===== config.mk =====
export PLATFORM = sky130hd
export DESIGN_NAME = capacitive_touch_sense_controller
export DESIGN_NICKNAME = d
export VERILOG_FILES = /design/src/hw/rtl/ctsc_pkg.sv /design/src/hw/rtl/ctsc_sequencer.sv /design/src/hw/rtl/ctsc_threshold.sv /design/src/hw/rtl/ctsc_out_pipe.sv /design/src/hw/rtl/capacitive_touch_sense_controller.sv
export SDC_FILE = /design/constraint.sdc
export NUM_CORES = 1
export LEC_CHECK = 0
export ABC_AREA = 1
export BUFFER_PORTS_ARGS = -buffer_cell sky130_fd_sc_hd__buf_4
export CORE_UTILIZATION = 60
export DETAILED_ROUTE_END_ITERATION = 16
export HOLD_SLACK_MARGIN = 0.1
export PLACE_DENSITY = 0.79
export RECOVER_POWER = 50
export SLEW_MARGIN = 20
export SYNTH_ARGS = -nofsm -noshare
export SYNTH_HDL_FRONTEND = slang
export SYNTH_SLANG_ARGS = --single-unit

===== constraint.sdc =====
create_clock -name clock -period 13.16 [get_ports clock]
set_input_delay 2.632 -clock clock [delete_from_list [all_inputs] [get_ports clock]]
set_output_delay 2.632 -clock clock [all_outputs]
set_load 0.03 [all_outputs]

===== src/hw/rtl/ctsc_pkg.sv =====
package ctsc_pkg;

   localparam int COUNT_BITS_DEFAULT = 16;
   localparam int CAL_RUNS_DEFAULT   = 11;

   localparam int FRAC_BITS        = 10;
   localparam int TICK_BITS        = 16;
   localparam int TIMER_BITS       = 20;
   localparam int SCALE_BITS       = 11;
   localparam int CYCLE_COUNT_BITS = 16;
   localparam int MARGIN_BITS      = 27;
   localparam int OUT_STAGES       = 3;

   localparam logic [SCALE_BITS-1:0] SCALE_ONE = 11'd1024;

   localparam int CSR_INDEX_BITS = 2;
   localparam int CSR_DATA_BITS  = 20;

   localparam logic [CSR_INDEX_BITS-1:0] CSR_CHARGE_TICKS    = 2'd0;
   localparam logic [CSR_INDEX_BITS-1:0] CSR_TRANSFER_TICKS  = 2'd1;
   localparam logic [CSR_INDEX_BITS-1:0] CSR_DISCHARGE_TICKS = 2'd2;
   localparam logic [CSR_INDEX_BITS-1:0] CSR_THRESHOLD_SCALE = 2'd3;

   localparam logic [TICK_BITS-1:0]  CHARGE_TICKS_RESET    = 16'd100;
   localparam logic [TICK_BITS-1:0]  TRANSFER_TICKS_RESET  = 16'd100;
   localparam logic [TIMER_BITS-1:0] DISCHARGE_TICKS_RESET = 20'd50000;
   localparam logic [SCALE_BITS-1:0] THRESHOLD_SCALE_RESET = 11'd993;

   typedef struct packed {
      logic drive_enable;
      logic drive_level;
      logic ref_enable;
      logic measurement_valid;
      logic touched;
      logic just_pressed;
      logic calibrated;
   } step_flags_type;

endpackage


===== src/hw/rtl/ctsc_sequencer.sv =====
module ctsc_sequencer #(
   parameter int COUNT_BITS = ctsc_pkg::COUNT_BITS_DEFAULT,
   parameter int CAL_RUNS   = ctsc_pkg::CAL_RUNS_DEFAULT
) (
   input  logic                                          clock,
   input  logic                                          reset,
   input  logic                                          accept,
   input  logic                                          sense_level,
   input  logic [ctsc_pkg::TICK_BITS-1:0]                charge_ticks,
   input  logic [ctsc_pkg::TICK_BITS-1:0]                transfer_ticks,
   input  logic [ctsc_pkg::TIMER_BITS-1:0]               discharge_ticks,
   input  logic [COUNT_BITS+ctsc_pkg::FRAC_BITS-1:0]     threshold,
   output ctsc_pkg::step_flags_type                      flags,
   output logic [COUNT_BITS-1:0]                         count,
   output logic [COUNT_BITS+$clog2(CAL_RUNS)-1:0]        cal_sum,
   output logic                                          cal_start
);
   import ctsc_pkg::*;

   localparam int SUM_BITS = COUNT_BITS + $clog2(CAL_RUNS);
   localparam int RUN_BITS = $clog2(CAL_RUNS + 1);
   localparam int THR_BITS = COUNT_BITS + FRAC_BITS;

   localparam logic [1:0] PH_CHARGE    = 2'd0;
   localparam logic [1:0] PH_TRANSFER  = 2'd1;
   localparam logic [1:0] PH_DISCHARGE = 2'd2;

   logic [1:0]            phase_ff, phase_in;
   logic [TIMER_BITS-1:0] timer_ff, timer_in;
   logic [COUNT_BITS-1:0] counter_ff, counter_in;
   logic [SUM_BITS-1:0]   sum_ff, sum_in;
   logic [RUN_BITS-1:0]   runs_ff, runs_in;
   logic                  cal_ff, cal_in;
   logic                  pressed_ff, pressed_in;
   logic                  cal_start_ff, cal_start_in;

   logic [TIMER_BITS:0]   timer_wide;
   logic [THR_BITS-1:0]   fixed;

   assign timer_wide = {1'b0, timer_ff} + (TIMER_BITS+1)'(1);
   assign fixed      = {counter_ff, FRAC_BITS'(0)};

   always_comb begin
      phase_in     = phase_ff;
      timer_in     = timer_wide[TIMER_BITS-1:0];
      counter_in   = counter_ff;
      sum_in       = sum_ff;
      runs_in      = runs_ff;
      cal_in       = cal_ff;
      pressed_in   = pressed_ff;
      cal_start_in = 1'b0;
      flags        = '0;
      count        = '0;
      case (phase_ff)
         PH_CHARGE: begin
            flags.drive_enable = 1'b1;
            flags.drive_level  = 1'b1;
            if (timer_wide >= (TIMER_BITS+1)'(charge_ticks)) begin
               if (counter_ff != '1) begin
                  counter_in = counter_ff + COUNT_BITS'(1);
               end
               phase_in = PH_TRANSFER;
               timer_in = '0;
            end
         end
         PH_TRANSFER: begin
            flags.ref_enable = 1'b1;
            if (timer_wide >= (TIMER_BITS+1)'(transfer_ticks)) begin
               timer_in = '0;
               if (sense_level) begin
                  flags.measurement_valid = 1'b1;
                  count = counter_ff;
                  if (cal_ff) begin
                     pressed_in         = threshold > fixed;
                     flags.just_pressed = (threshold > fixed) && !pressed_ff;
                  end else begin
                     sum_in  = sum_ff + SUM_BITS'(counter_ff);
                     runs_in = runs_ff + RUN_BITS'(1);
                     if (runs_ff == RUN_BITS'(CAL_RUNS - 1)) begin
                        cal_in       = 1'b1;
                        cal_start_in = 1'b1;
                     end
                  end
                  counter_in = '0;
                  phase_in   = PH_DISCHARGE;
               end else begin
                  phase_in = PH_CHARGE;
               end
            end
         end
         default: begin
            flags.drive_enable = 1'b1;
            flags.ref_enable   = 1'b1;
            if (timer_wide >= (TIMER_BITS+1)'(discharge_ticks)) begin
               phase_in = PH_CHARGE;
               timer_in = '0;
            end
         end
      endcase
      flags.touched    = pressed_in;
      flags.calibrated = cal_in;
   end

   always_ff @(posedge clock) begin
      if (reset) begin
         phase_ff     <= PH_DISCHARGE;
         timer_ff     <= '0;
         counter_ff   <= '0;
         sum_ff       <= '0;
         runs_ff      <= '0;
         cal_ff       <= 1'b0;
         pressed_ff   <= 1'b0;
         cal_start_ff <= 1'b0;
      end else begin
         cal_start_ff <= accept && cal_start_in;
         if (accept) begin
            phase_ff   <= phase_in;
            timer_ff   <= timer_in;
            counter_ff <= counter_in;
            sum_ff     <= sum_in;
            runs_ff    <= runs_in;
            cal_ff     <= cal_in;
            pressed_ff <= pressed_in;
         end
      end
   end

   assign cal_sum   = sum_ff;
   assign cal_start = cal_start_ff;

endmodule


===== src/hw/rtl/ctsc_threshold.sv =====
module ctsc_threshold #(
   parameter int COUNT_BITS = ctsc_pkg::COUNT_BITS_DEFAULT,
   parameter int CAL_RUNS   = ctsc_pkg::CAL_RUNS_DEFAULT
) (
   input  logic                                      clock,
   input  logic                                      reset,
   input  logic                                      start,
   input  logic [COUNT_BITS+$clog2(CAL_RUNS)-1:0]    cal_sum,
   input  logic [ctsc_pkg::SCALE_BITS-1:0]           scale,
   output logic [COUNT_BITS+ctsc_pkg::FRAC_BITS-1:0] threshold
);
   import ctsc_pkg::*;

   localparam int SUM_BITS  = COUNT_BITS + $clog2(CAL_RUNS);
   localparam int THR_BITS  = COUNT_BITS + FRAC_BITS;
   localparam int DIV_SHIFT = SUM_BITS + $clog2(CAL_RUNS);
   localparam int PROD_BITS = 2 * SUM_BITS + 1;
   localparam longint unsigned RECIP_WIDE =
      ((64'd1 << DIV_SHIFT) + 64'(CAL_RUNS) - 64'd1) / 64'(CAL_RUNS);
   localparam logic [SUM_BITS:0] RECIP = (SUM_BITS+1)'(RECIP_WIDE);

   logic [PROD_BITS-1:0]  product;
   logic [COUNT_BITS-1:0] mean_ff;
   logic                  mean_go_ff;
   logic [THR_BITS-1:0]   thr_ff;
   logic [SCALE_BITS-1:0] scale_clamped;
   logic [THR_BITS:0]     scaled;

   assign product       = PROD_BITS'(cal_sum) * PROD_BITS'(RECIP);
   assign scale_clamped = (scale > SCALE_ONE) ? SCALE_ONE : scale;
   assign scaled        = (THR_BITS+1)'(mean_ff) * (THR_BITS+1)'(scale_clamped);

   always_ff @(posedge clock) begin
      if (start) begin
         mean_ff <= product[DIV_SHIFT +: COUNT_BITS];
      end
   end

   always_ff @(posedge clock) begin
      if (reset) begin
         mean_go_ff <= 1'b0;
         thr_ff     <= '0;
      end else begin
         mean_go_ff <= start;
         if (mean_go_ff) begin
            thr_ff <= scaled[THR_BITS-1:0];
         end
      end
   end

   assign threshold = thr_ff;

endmodule


===== src/hw/rtl/ctsc_out_pipe.sv =====
module ctsc_out_pipe #(
   parameter int COUNT_BITS = ctsc_pkg::COUNT_BITS_DEFAULT
) (
   input  logic                                          clock,
   input  logic                                          reset,
   input  logic                                          in_valid,
   output logic                                          in_ready,
   input  ctsc_pkg::step_flags_type                      in_flags,
   input  logic [COUNT_BITS-1:0]                         in_count,
   input  logic [COUNT_BITS+ctsc_pkg::FRAC_BITS-1:0]     threshold,
   output logic                                          out_valid,
   input  logic                                          out_ready,
   output logic                                          out_drive_enable,
   output logic                                          out_drive_level,
   output logic                                          out_ref_enable,
   output logic                                          out_measurement_valid,
   output logic [ctsc_pkg::CYCLE_COUNT_BITS-1:0]         out_cycle_count,
   output logic signed [ctsc_pkg::MARGIN_BITS-1:0]       out_margin,
   output logic                                          out_touched,
   output logic                                          out_just_pressed,
   output logic                                          out_calibrated
);
   import ctsc_pkg::*;

   localparam int STAGES   = OUT_STAGES;
   localparam int THR_BITS = COUNT_BITS + FRAC_BITS;
   localparam int DIFF_BITS = (THR_BITS + 1 > MARGIN_BITS) ? THR_BITS + 1 : MARGIN_BITS;

   logic [STAGES-1:0]     valid_ff;
   logic [STAGES-1:0]     valid_src;
   logic [STAGES:0]       ready;
   step_flags_type        flags_ff  [STAGES];
   step_flags_type        flags_src [STAGES];
   logic [COUNT_BITS-1:0] count_ff  [STAGES];
   logic [COUNT_BITS-1:0] count_src [STAGES];
   logic [THR_BITS-1:0]   fixed;
   logic [DIFF_BITS-1:0]  diff;

   always_comb begin
      ready[STAGES] = out_ready;
      for (int i = STAGES - 1; i >= 0; i--) begin
         ready[i] = !valid_ff[i] || ready[i+1];
      end
   end

   always_comb begin
      valid_src[0] = in_valid;
      flags_src[0] = in_flags;
      count_src[0] = in_count;
      for (int i = 1; i < STAGES; i++) begin
         valid_src[i] = valid_ff[i-1];
         flags_src[i] = flags_ff[i-1];
         count_src[i] = count_ff[i-1];
      end
   end

   always_ff @(posedge clock) begin
      if (reset) begin
         valid_ff <= '0;
      end else begin
         for (int i = 0; i < STAGES; i++) begin
            if (ready[i]) begin
               valid_ff[i] <= valid_src[i];
            end
         end
      end
   end

   always_ff @(posedge clock) begin
      for (int i = 0; i < STAGES; i++) begin
         if (ready[i] && valid_src[i]) begin
            flags_ff[i] <= flags_src[i];
            count_ff[i] <= count_src[i];
         end
      end
   end

   assign in_ready = ready[0];

   assign fixed = {count_ff[STAGES-1], FRAC_BITS'(0)};
   assign diff  = DIFF_BITS'(fixed)
                - (flags_ff[STAGES-1].calibrated ? DIFF_BITS'(threshold) : '0);

   assign out_valid             = valid_ff[STAGES-1];
   assign out_drive_enable      = flags_ff[STAGES-1].drive_enable;
   assign out_drive_level       = flags_ff[STAGES-1].drive_level;
   assign out_ref_enable        = flags_ff[STAGES-1].ref_enable;
   assign out_measurement_valid = flags_ff[STAGES-1].measurement_valid;
   assign out_cycle_count       = CYCLE_COUNT_BITS'(count_ff[STAGES-1]);
   assign out_margin            = flags_ff[STAGES-1].measurement_valid
                                ? $signed(diff[MARGIN_BITS-1:0]) : '0;
   assign out_touched           = flags_ff[STAGES-1].touched;
   assign out_just_pressed      = flags_ff[STAGES-1].just_pressed;
   assign out_calibrated        = flags_ff[STAGES-1].calibrated;

endmodule


===== src/hw/rtl/capacitive_touch_sense_controller.sv =====
// A request moves through the result pipeline, 3 registered stages, to its response.
// Throughput: one request per cycle, while rsp_ready does not stall a full pipeline.
// The threshold is formed after the last calibration measurement, through the calibration
// start, mean (reciprocal multiply) and threshold (scale multiply) registers.
// Reset (synchronous, active high) restores the register defaults, clears calibration
// and starts a full discharge phase.
module capacitive_touch_sense_controller #(
   parameter int COUNT_BITS = ctsc_pkg::COUNT_BITS_DEFAULT,
   parameter int CAL_RUNS   = ctsc_pkg::CAL_RUNS_DEFAULT
) (
   input  logic                                    clock,
   input  logic                                    reset,
   input  logic                                    req_valid,
   output logic                                    req_ready,
   input  logic                                    req_sense_level,
   output logic                                    rsp_valid,
   input  logic                                    rsp_ready,
   output logic                                    rsp_drive_enable,
   output logic                                    rsp_drive_level,
   output logic                                    rsp_ref_enable,
   output logic                                    rsp_ref_level,
   output logic                                    rsp_measurement_valid,
   output logic [ctsc_pkg::CYCLE_COUNT_BITS-1:0]   rsp_cycle_count,
   output logic signed [ctsc_pkg::MARGIN_BITS-1:0] rsp_margin,
   output logic                                    rsp_touched,
   output logic                                    rsp_just_pressed,
   output logic                                    rsp_calibrated,
   input  logic                                    csr_valid,
   output logic                                    csr_ready,
   input  logic [ctsc_pkg::CSR_INDEX_BITS-1:0]     csr_index,
   input  logic [ctsc_pkg::CSR_DATA_BITS-1:0]      csr_data
);
   import ctsc_pkg::*;

   localparam int SUM_BITS = COUNT_BITS + $clog2(CAL_RUNS);
   localparam int THR_BITS = COUNT_BITS + FRAC_BITS;

   logic [TICK_BITS-1:0]  charge_ticks_ff;
   logic [TICK_BITS-1:0]  transfer_ticks_ff;
   logic [TIMER_BITS-1:0] discharge_ticks_ff;
   logic [SCALE_BITS-1:0] threshold_scale_ff;

   logic                  accept;
   step_flags_type        step_flags;
   logic [COUNT_BITS-1:0] step_count;
   logic [SUM_BITS-1:0]   cal_sum;
   logic                  cal_start;
   logic [THR_BITS-1:0]   threshold;

   assign csr_ready = 1'b1;

   always_ff @(posedge clock) begin
      if (reset) begin
         charge_ticks_ff    <= CHARGE_TICKS_RESET;
         transfer_ticks_ff  <= TRANSFER_TICKS_RESET;
         discharge_ticks_ff <= DISCHARGE_TICKS_RESET;
         threshold_scale_ff <= THRESHOLD_SCALE_RESET;
      end else if (csr_valid && csr_ready) begin
         case (csr_index)
            CSR_CHARGE_TICKS: begin
               charge_ticks_ff <= csr_data[TICK_BITS-1:0];
            end
            CSR_TRANSFER_TICKS: begin
               transfer_ticks_ff <= csr_data[TICK_BITS-1:0];
            end
            CSR_DISCHARGE_TICKS: begin
               discharge_ticks_ff <= csr_data[TIMER_BITS-1:0];
            end
            CSR_THRESHOLD_SCALE: begin
               threshold_scale_ff <= csr_data[SCALE_BITS-1:0];
            end
            default: begin
            end
         endcase
      end
   end

   assign accept = req_valid && req_ready;

   ctsc_sequencer #(
      .COUNT_BITS (COUNT_BITS),
      .CAL_RUNS   (CAL_RUNS)
   ) u_sequencer (
      .clock           (clock),
      .reset           (reset),
      .accept          (accept),
      .sense_level     (req_sense_level),
      .charge_ticks    (charge_ticks_ff),
      .transfer_ticks  (transfer_ticks_ff),
      .discharge_ticks (discharge_ticks_ff),
      .threshold       (threshold),
      .flags           (step_flags),
      .count           (step_count),
      .cal_sum         (cal_sum),
      .cal_start       (cal_start)
   );

   ctsc_threshold #(
      .COUNT_BITS (COUNT_BITS),
      .CAL_RUNS   (CAL_RUNS)
   ) u_threshold (
      .clock     (clock),
      .reset     (reset),
      .start     (cal_start),
      .cal_sum   (cal_sum),
      .scale     (threshold_scale_ff),
      .threshold (threshold)
   );

   ctsc_out_pipe #(
      .COUNT_BITS (COUNT_BITS)
   ) u_out_pipe (
      .clock                 (clock),
      .reset                 (reset),
      .in_valid              (req_valid),
      .in_ready              (req_ready),
      .in_flags              (step_flags),
      .in_count              (step_count),
      .threshold             (threshold),
      .out_valid             (rsp_valid),
      .out_ready             (rsp_ready),
      .out_drive_enable      (rsp_drive_enable),
      .out_drive_level       (rsp_drive_level),
      .out_ref_enable        (rsp_ref_enable),
      .out_measurement_valid (rsp_measurement_valid),
      .out_cycle_count       (rsp_cycle_count),
      .out_margin            (rsp_margin),
      .out_touched           (rsp_touched),
      .out_just_pressed      (rsp_just_pressed),
      .out_calibrated        (rsp_calibrated)
   );

   assign rsp_ref_level = 1'b0;

endmodule


Word-level counts from Yosys, hierarchy flattened
Memory sizes are Yosys's and may differ from the RTL's.
Index checks and enable logic that the tools add are counted.
Cells by class
  add/sub/neg operators: 5
  $mul: 2
  order comparisons: 5
  equality and inequality tests: 10
  muxes and demuxes: 49
  bitwise logic cells: 1
  reduce and logical (&&, ||, !) cells: 23
Operators by type and width (count)
  16-bit 2-to-1 mux: 7
  20-bit 2-to-1 mux: 3
  21-bit by 16-bit greater-or-equal comparator with 1-bit output: 2
  20-bit one-hot mux with 2 select lines: 1
  20-bit by 20-bit multiplier with 39-bit output (second input constant): 1
  16-bit one-hot mux with 2 select lines: 1
  1-bit 2-to-1 mux: 29
  27-bit 2-to-1 mux: 1
  26-bit by 27-bit subtractor with 27-bit output: 1
  26-bit greater-than comparator: 1
  16-bit by 11-bit multiplier with 26-bit output: 1
  26-bit 2-to-1 mux: 1
  20-bit by 1-bit adder with 21-bit output (second input constant): 1
  21-bit by 20-bit greater-or-equal comparator with 1-bit output: 1
  20-bit by 16-bit adder with 20-bit output: 1
  16-bit by 1-bit adder with 16-bit output (second input constant): 1
  16-bit inequality test (second input constant): 1
  11-bit greater-than comparator (second input constant): 1
  11-bit 2-to-1 mux: 1
  2-bit 2-to-1 mux: 4
  2-bit AND reduction: 4
  2-bit by 1-bit inequality test with 1-bit output (second input constant): 3
  6-bit AND reduction: 1
  1-bit logical AND: 5
  other kinds (14): 22
Storage, ports and cells
  flip-flop bits (word level): 174
  RAM bits: 69
  input bits: 28
  memories kept: 2
Memories
  u_out_pipe.count_ff: depth 3, bits a word 16, read ports 3, clocked after Yosys merged registers in 0, write ports 3, line ctsc_out_pipe.sv:34  | logic [COUNT_BITS-1:0] count_ff [STAGES];
  u_out_pipe.flags_ff: depth 3, bits a word 7, read ports 3, clocked after Yosys merged registers in 0, write ports 3, line ctsc_out_pipe.sv:32  | step_flags_type flags_ff [STAGES];

Depth between registers and ports, before layout
  word-level depth: 7
  depth in mapped cells: 31
  depth with buffers taken out: 31

Modules after synthesis
From an unflattened synthesis, not the netlist that was laid out.
Second synthesis, totals
  cells, all modules: 3887
  area, all modules: 28941.5 um^2
Modules (own cells, without submodules)
  ctsc_threshold: times used 1, cells an instance 1994, area each 15672.5 um^2, sequential area each 1021.0 um^2
  ctsc_sequencer: times used 1, cells an instance 1049, area each 6593.8 um^2, sequential area each 1301.2 um^2
  ctsc_out_pipe: times used 1, cells an instance 464, area each 4101.4 um^2, sequential area each 2132.0 um^2
  capacitive_touch_sense_controller: times used 1, cells an instance 380, area each 2573.7 um^2, sequential area each 1261.2 um^2

Worst setup path after synthesis
Ideal clock, no wire load.
  path kind: register to output
  start: memory u_out_pipe.flags_ff[0][14] (netlist name)
  end: output port rsp_margin[20] (netlist name)
  arrival time: 3.155 ns
  data required time: 10.528 ns
  path slack: 7.373 ns
  stages on the path, launching flop included: 12
  path buffers: 3
  path through: edfxtp_1 -> buf_2 -> buf_1 -> clkbuf_1 -> nand2_1 -> ha_1 -> a21oi_1 -> o221ai_1 -> a21oi_1 -> nor2_1 -> o21a_1 -> nor3_1
RTL lines
  from (decl): line ctsc_out_pipe.sv:32
  to (decl): line capacitive_touch_sense_controller.sv:24  | output logic signed [ctsc_pkg::MARGIN_BITS-1:0] rsp_margin,

==> impl_metrics.toml <==
[layout]
drive_above_1_share_pct = 4.50
fillCellCount = 3772
multi_input_area_um2 = 18100
fin_cells = 4035
final_area_um2 = 28700
area_growth_pct = 6.83
final_nets = 4096
regArea_um2 = 5720

[worst_setup_path]
max_stage_delay_ns = 2.93
crit_slowest_cell = "clkbuf_1"
worstSetupPathType = "in -> reg"
path_cells = "clkbuf_1 -> inv_1 -> clkbuf_1 -> o21ai_0 -> a21oi_1"
worstSetupStartpointType = "input pin"
endpoint_kind = "flip-flop"
arrival_ns = 8.49
crit_required_ns = 13.62
cp_common_cell = "clkbuf_1"
crit_fanout = 101

[detailed_routing]
drtPass1Iterations = 7
ant_nets = 0
via_per_inst = 5.44
drt_iter0_drc = 1549
routed_wl_um = 66200
post-route-drc-count = 0
via_count = 22000
wl_per_cell_um = 16.4

[clock_network]
clkSlewWorstSetupHoldPaths_ns = 0.06
cts_tree = "done"
post-cts-setup-buffer-count = 0
cts_buffers = 26
htreeDepth = 1
clkLatencyLatePin_ns = 0.55
ctsResizeCount = 0
clock_path_buffers = 3
cts_hold_buf = 0
root_buffer = "clkbuf_16"
cts_sinks = 243

[global_routing]
gr-usage-met2_pct = 50.6
grt_pass1_vias = 21700
grt_busiest_layer = "met2"
antenna_found_initial = 1
grtUsageTotal_pct = 30.1
grt_max_degree = 102
gr-total-overflow = 0
grtUsageMet3_pct = 4.36
grt_pass1_wl_um = 108000
grt_use_met1_pct = 39.7

[synth]
yosysTopAreaCell = "fa_1"
synth_common_cells = "inv_1, nand2_1, nor2_1"
synth-seq-cells = 243
syn_nets = 4052
syn_area_um2 = 26900
async_flop_share_pct = 0
synth_ff_type = "dfxtp_1"
avgSynthCellArea_um2 = 7.96
ys_types = 53
synth_most_common_cell = "inv_1"
yosys-top-cells-area = "fa_1, ha_1, dfxtp_1"
synth_top_area_share_pct = 19.8
ys_seq_area_share_pct = 21.3
synthCells = 3378
ys_warn_count = 0
synth_edf_count = 85

[power_and_ir_drop]
p_per_area_nw_per_um2 = 143
irDropWorstVdd_mv = 0.267
p_leak_nw = 15.2

[sta]
skew_ns = 0.0173
setup_viol = 0
fin_crit_ns = 8.03
rsz0062_at_grt = "false"
slew_headroom_pct = -178
hold_viol = 0
max_freq_mhz = 125
fin_ws_ns = 5.13
finalCritPeriodShare_pct = 61.0
slew_viol_final = 159
worst-slew-pin-transition_ns = 4.17
fin_setup_tns_ns = 0

[job]
drv_cap = 2

[floorplanning]
num_io_pins = 82
die_area_um2 = 45700
floorplan.initialDensity_pct = 60.8
fp.dieW_um = 214
core_um2 = 44200
die_h_um = 214
placementRows = 77

[placement]
placed_cell_area_um2 = 27900
hpwl_um = 53400
gp_congestion = 0.941
dp_slack_ns = 6.70
portBuffers = 79
placed_cells = 3986

[worst_hold_path]
hp-class = "reg -> reg"

[outcome]
status = "finished, violations left"
violations = "max-capacitance violations, max-slew violations"
[stage by stage]
| stage | total power, mW | utilization (%) | hold WS (ns) |
|---|---|---|---|
| finish | 4.11 | 65.0 | 0.412 |
| global route | 4.52 | 65.0 | 0.422 |
| CTS | 4.10 | 65.3 | 0.417 |
| detailed placement | 3.30 | 63.2 | 0.405 |
| global placement | 3.29 | 63.2 | 0.401 |
| floorplan | 2.72 | - | 0.400 |
[worst paths after layout]
check                                  from                    endpoint  slack (ns)  depth (start not counted)
hold reg to reg   u_out_pipe.count_ff[0][1]  u_out_pipe.count_ff[0][17]        0.41                          0
setup / recovery                      reset       threshold_scale_ff[3]        5.13                          5
hold / removal    u_out_pipe.count_ff[0][1]  u_out_pipe.count_ff[0][17]        0.41                          0
setup reg to reg     threshold_scale_ff[10]   u_threshold.threshold[22]        6.50                         27
[state kept, by name, summed over array words and instances, names as in the netlist, 4 cells and up]
signal / flops
threshold_scale_ff: 11
charge_ticks_ff: 16
u_sequencer.cal_sum: 20
u_sequencer.timer_ff: 20
u_sequencer.counter_ff: 16
discharge_ticks_ff: 20
u_threshold.threshold: 26
u_sequencer.runs_ff: 4
transfer_ticks_ff: 16
u_out_pipe.flags_ff: 21
u_out_pipe.count_ff: 48
u_threshold.mean_ff: 16
[routing by layer]
| layer | share of wire, % | wire, um |
|---|---|---|
| met1 | 43 | 28800 |
| met2 | 46 | 30800 |
| met3 | 6.6 | 4390 |
| met4 | 3.4 | 2260 |
| met5 | 0 | 0 |
[critical path: cells and delay by family]
kind	cells	cell delay (ns)
buffers and inverters	3	4.38
AOI/OAI and AO/OA	2	1.37
[cells by family (layout without fill, tap and decap cells)]
kind of cell	Yosys count	count (layout)	synth area share (%)
fa+ha+maj	646	646	37.5
compound gates	478	478	9.69
simple gates	1162	1162	17.8
other cells	2	3	0.0279
xor+xnor	75	75	2.44
flops	243	243	21.3
buf+inv	772	836	11.3
[final cells by class]
type | count | share of cell area [%]
clock buffers | 30 | 2.35
flip-flops and latches | 243 | 19.9
repair buffers | 100 | 2.27
multi-input cells | 2363 | 63.0
inverters | 688 | 8.99
clock inverters | 18 | 0.854
well taps | 592 | 2.58
diodes | 1 | 0.00871
[layout by cell type (no fill, tap or decap), types with 3 or more instances in the layout]
cell type	count
nand3_1	83
o21ai_0	164
dfxtp_1	158
nor3_1	33
nand2_1	565
a211oi_1	3
inv_1	682
clkinvlp_4	3
nor2_2	3
nand4_1	37
xor2_1	57
a21o_1	10
nand2_2	15
a21oi_1	232
or2_2	4
o21bai_1	6
clkbuf_16	26
clkbuf_1	29
nor4_1	16
ha_1	380
clkinv_1	7
o221ai_1	5
fa_1	266
o21ai_1	3
inv_6	3
buf_4	73
a31oi_1	10
edfxtp_1	85
bufinv_16	5
a21oi_2	10
nor2_1	398
o21a_1	8
xnor2_1	18
o211ai_1	17
[report_power, final]
group | switching [mW] | internal (mW) | total (mW)
clock network | 0.318 | 0.471 | 0.788
registers | 0.00887 | 0.794 | 0.803
logic | 1.59 | 0.928 | 2.52
Power figures use the tool's default switching activity.
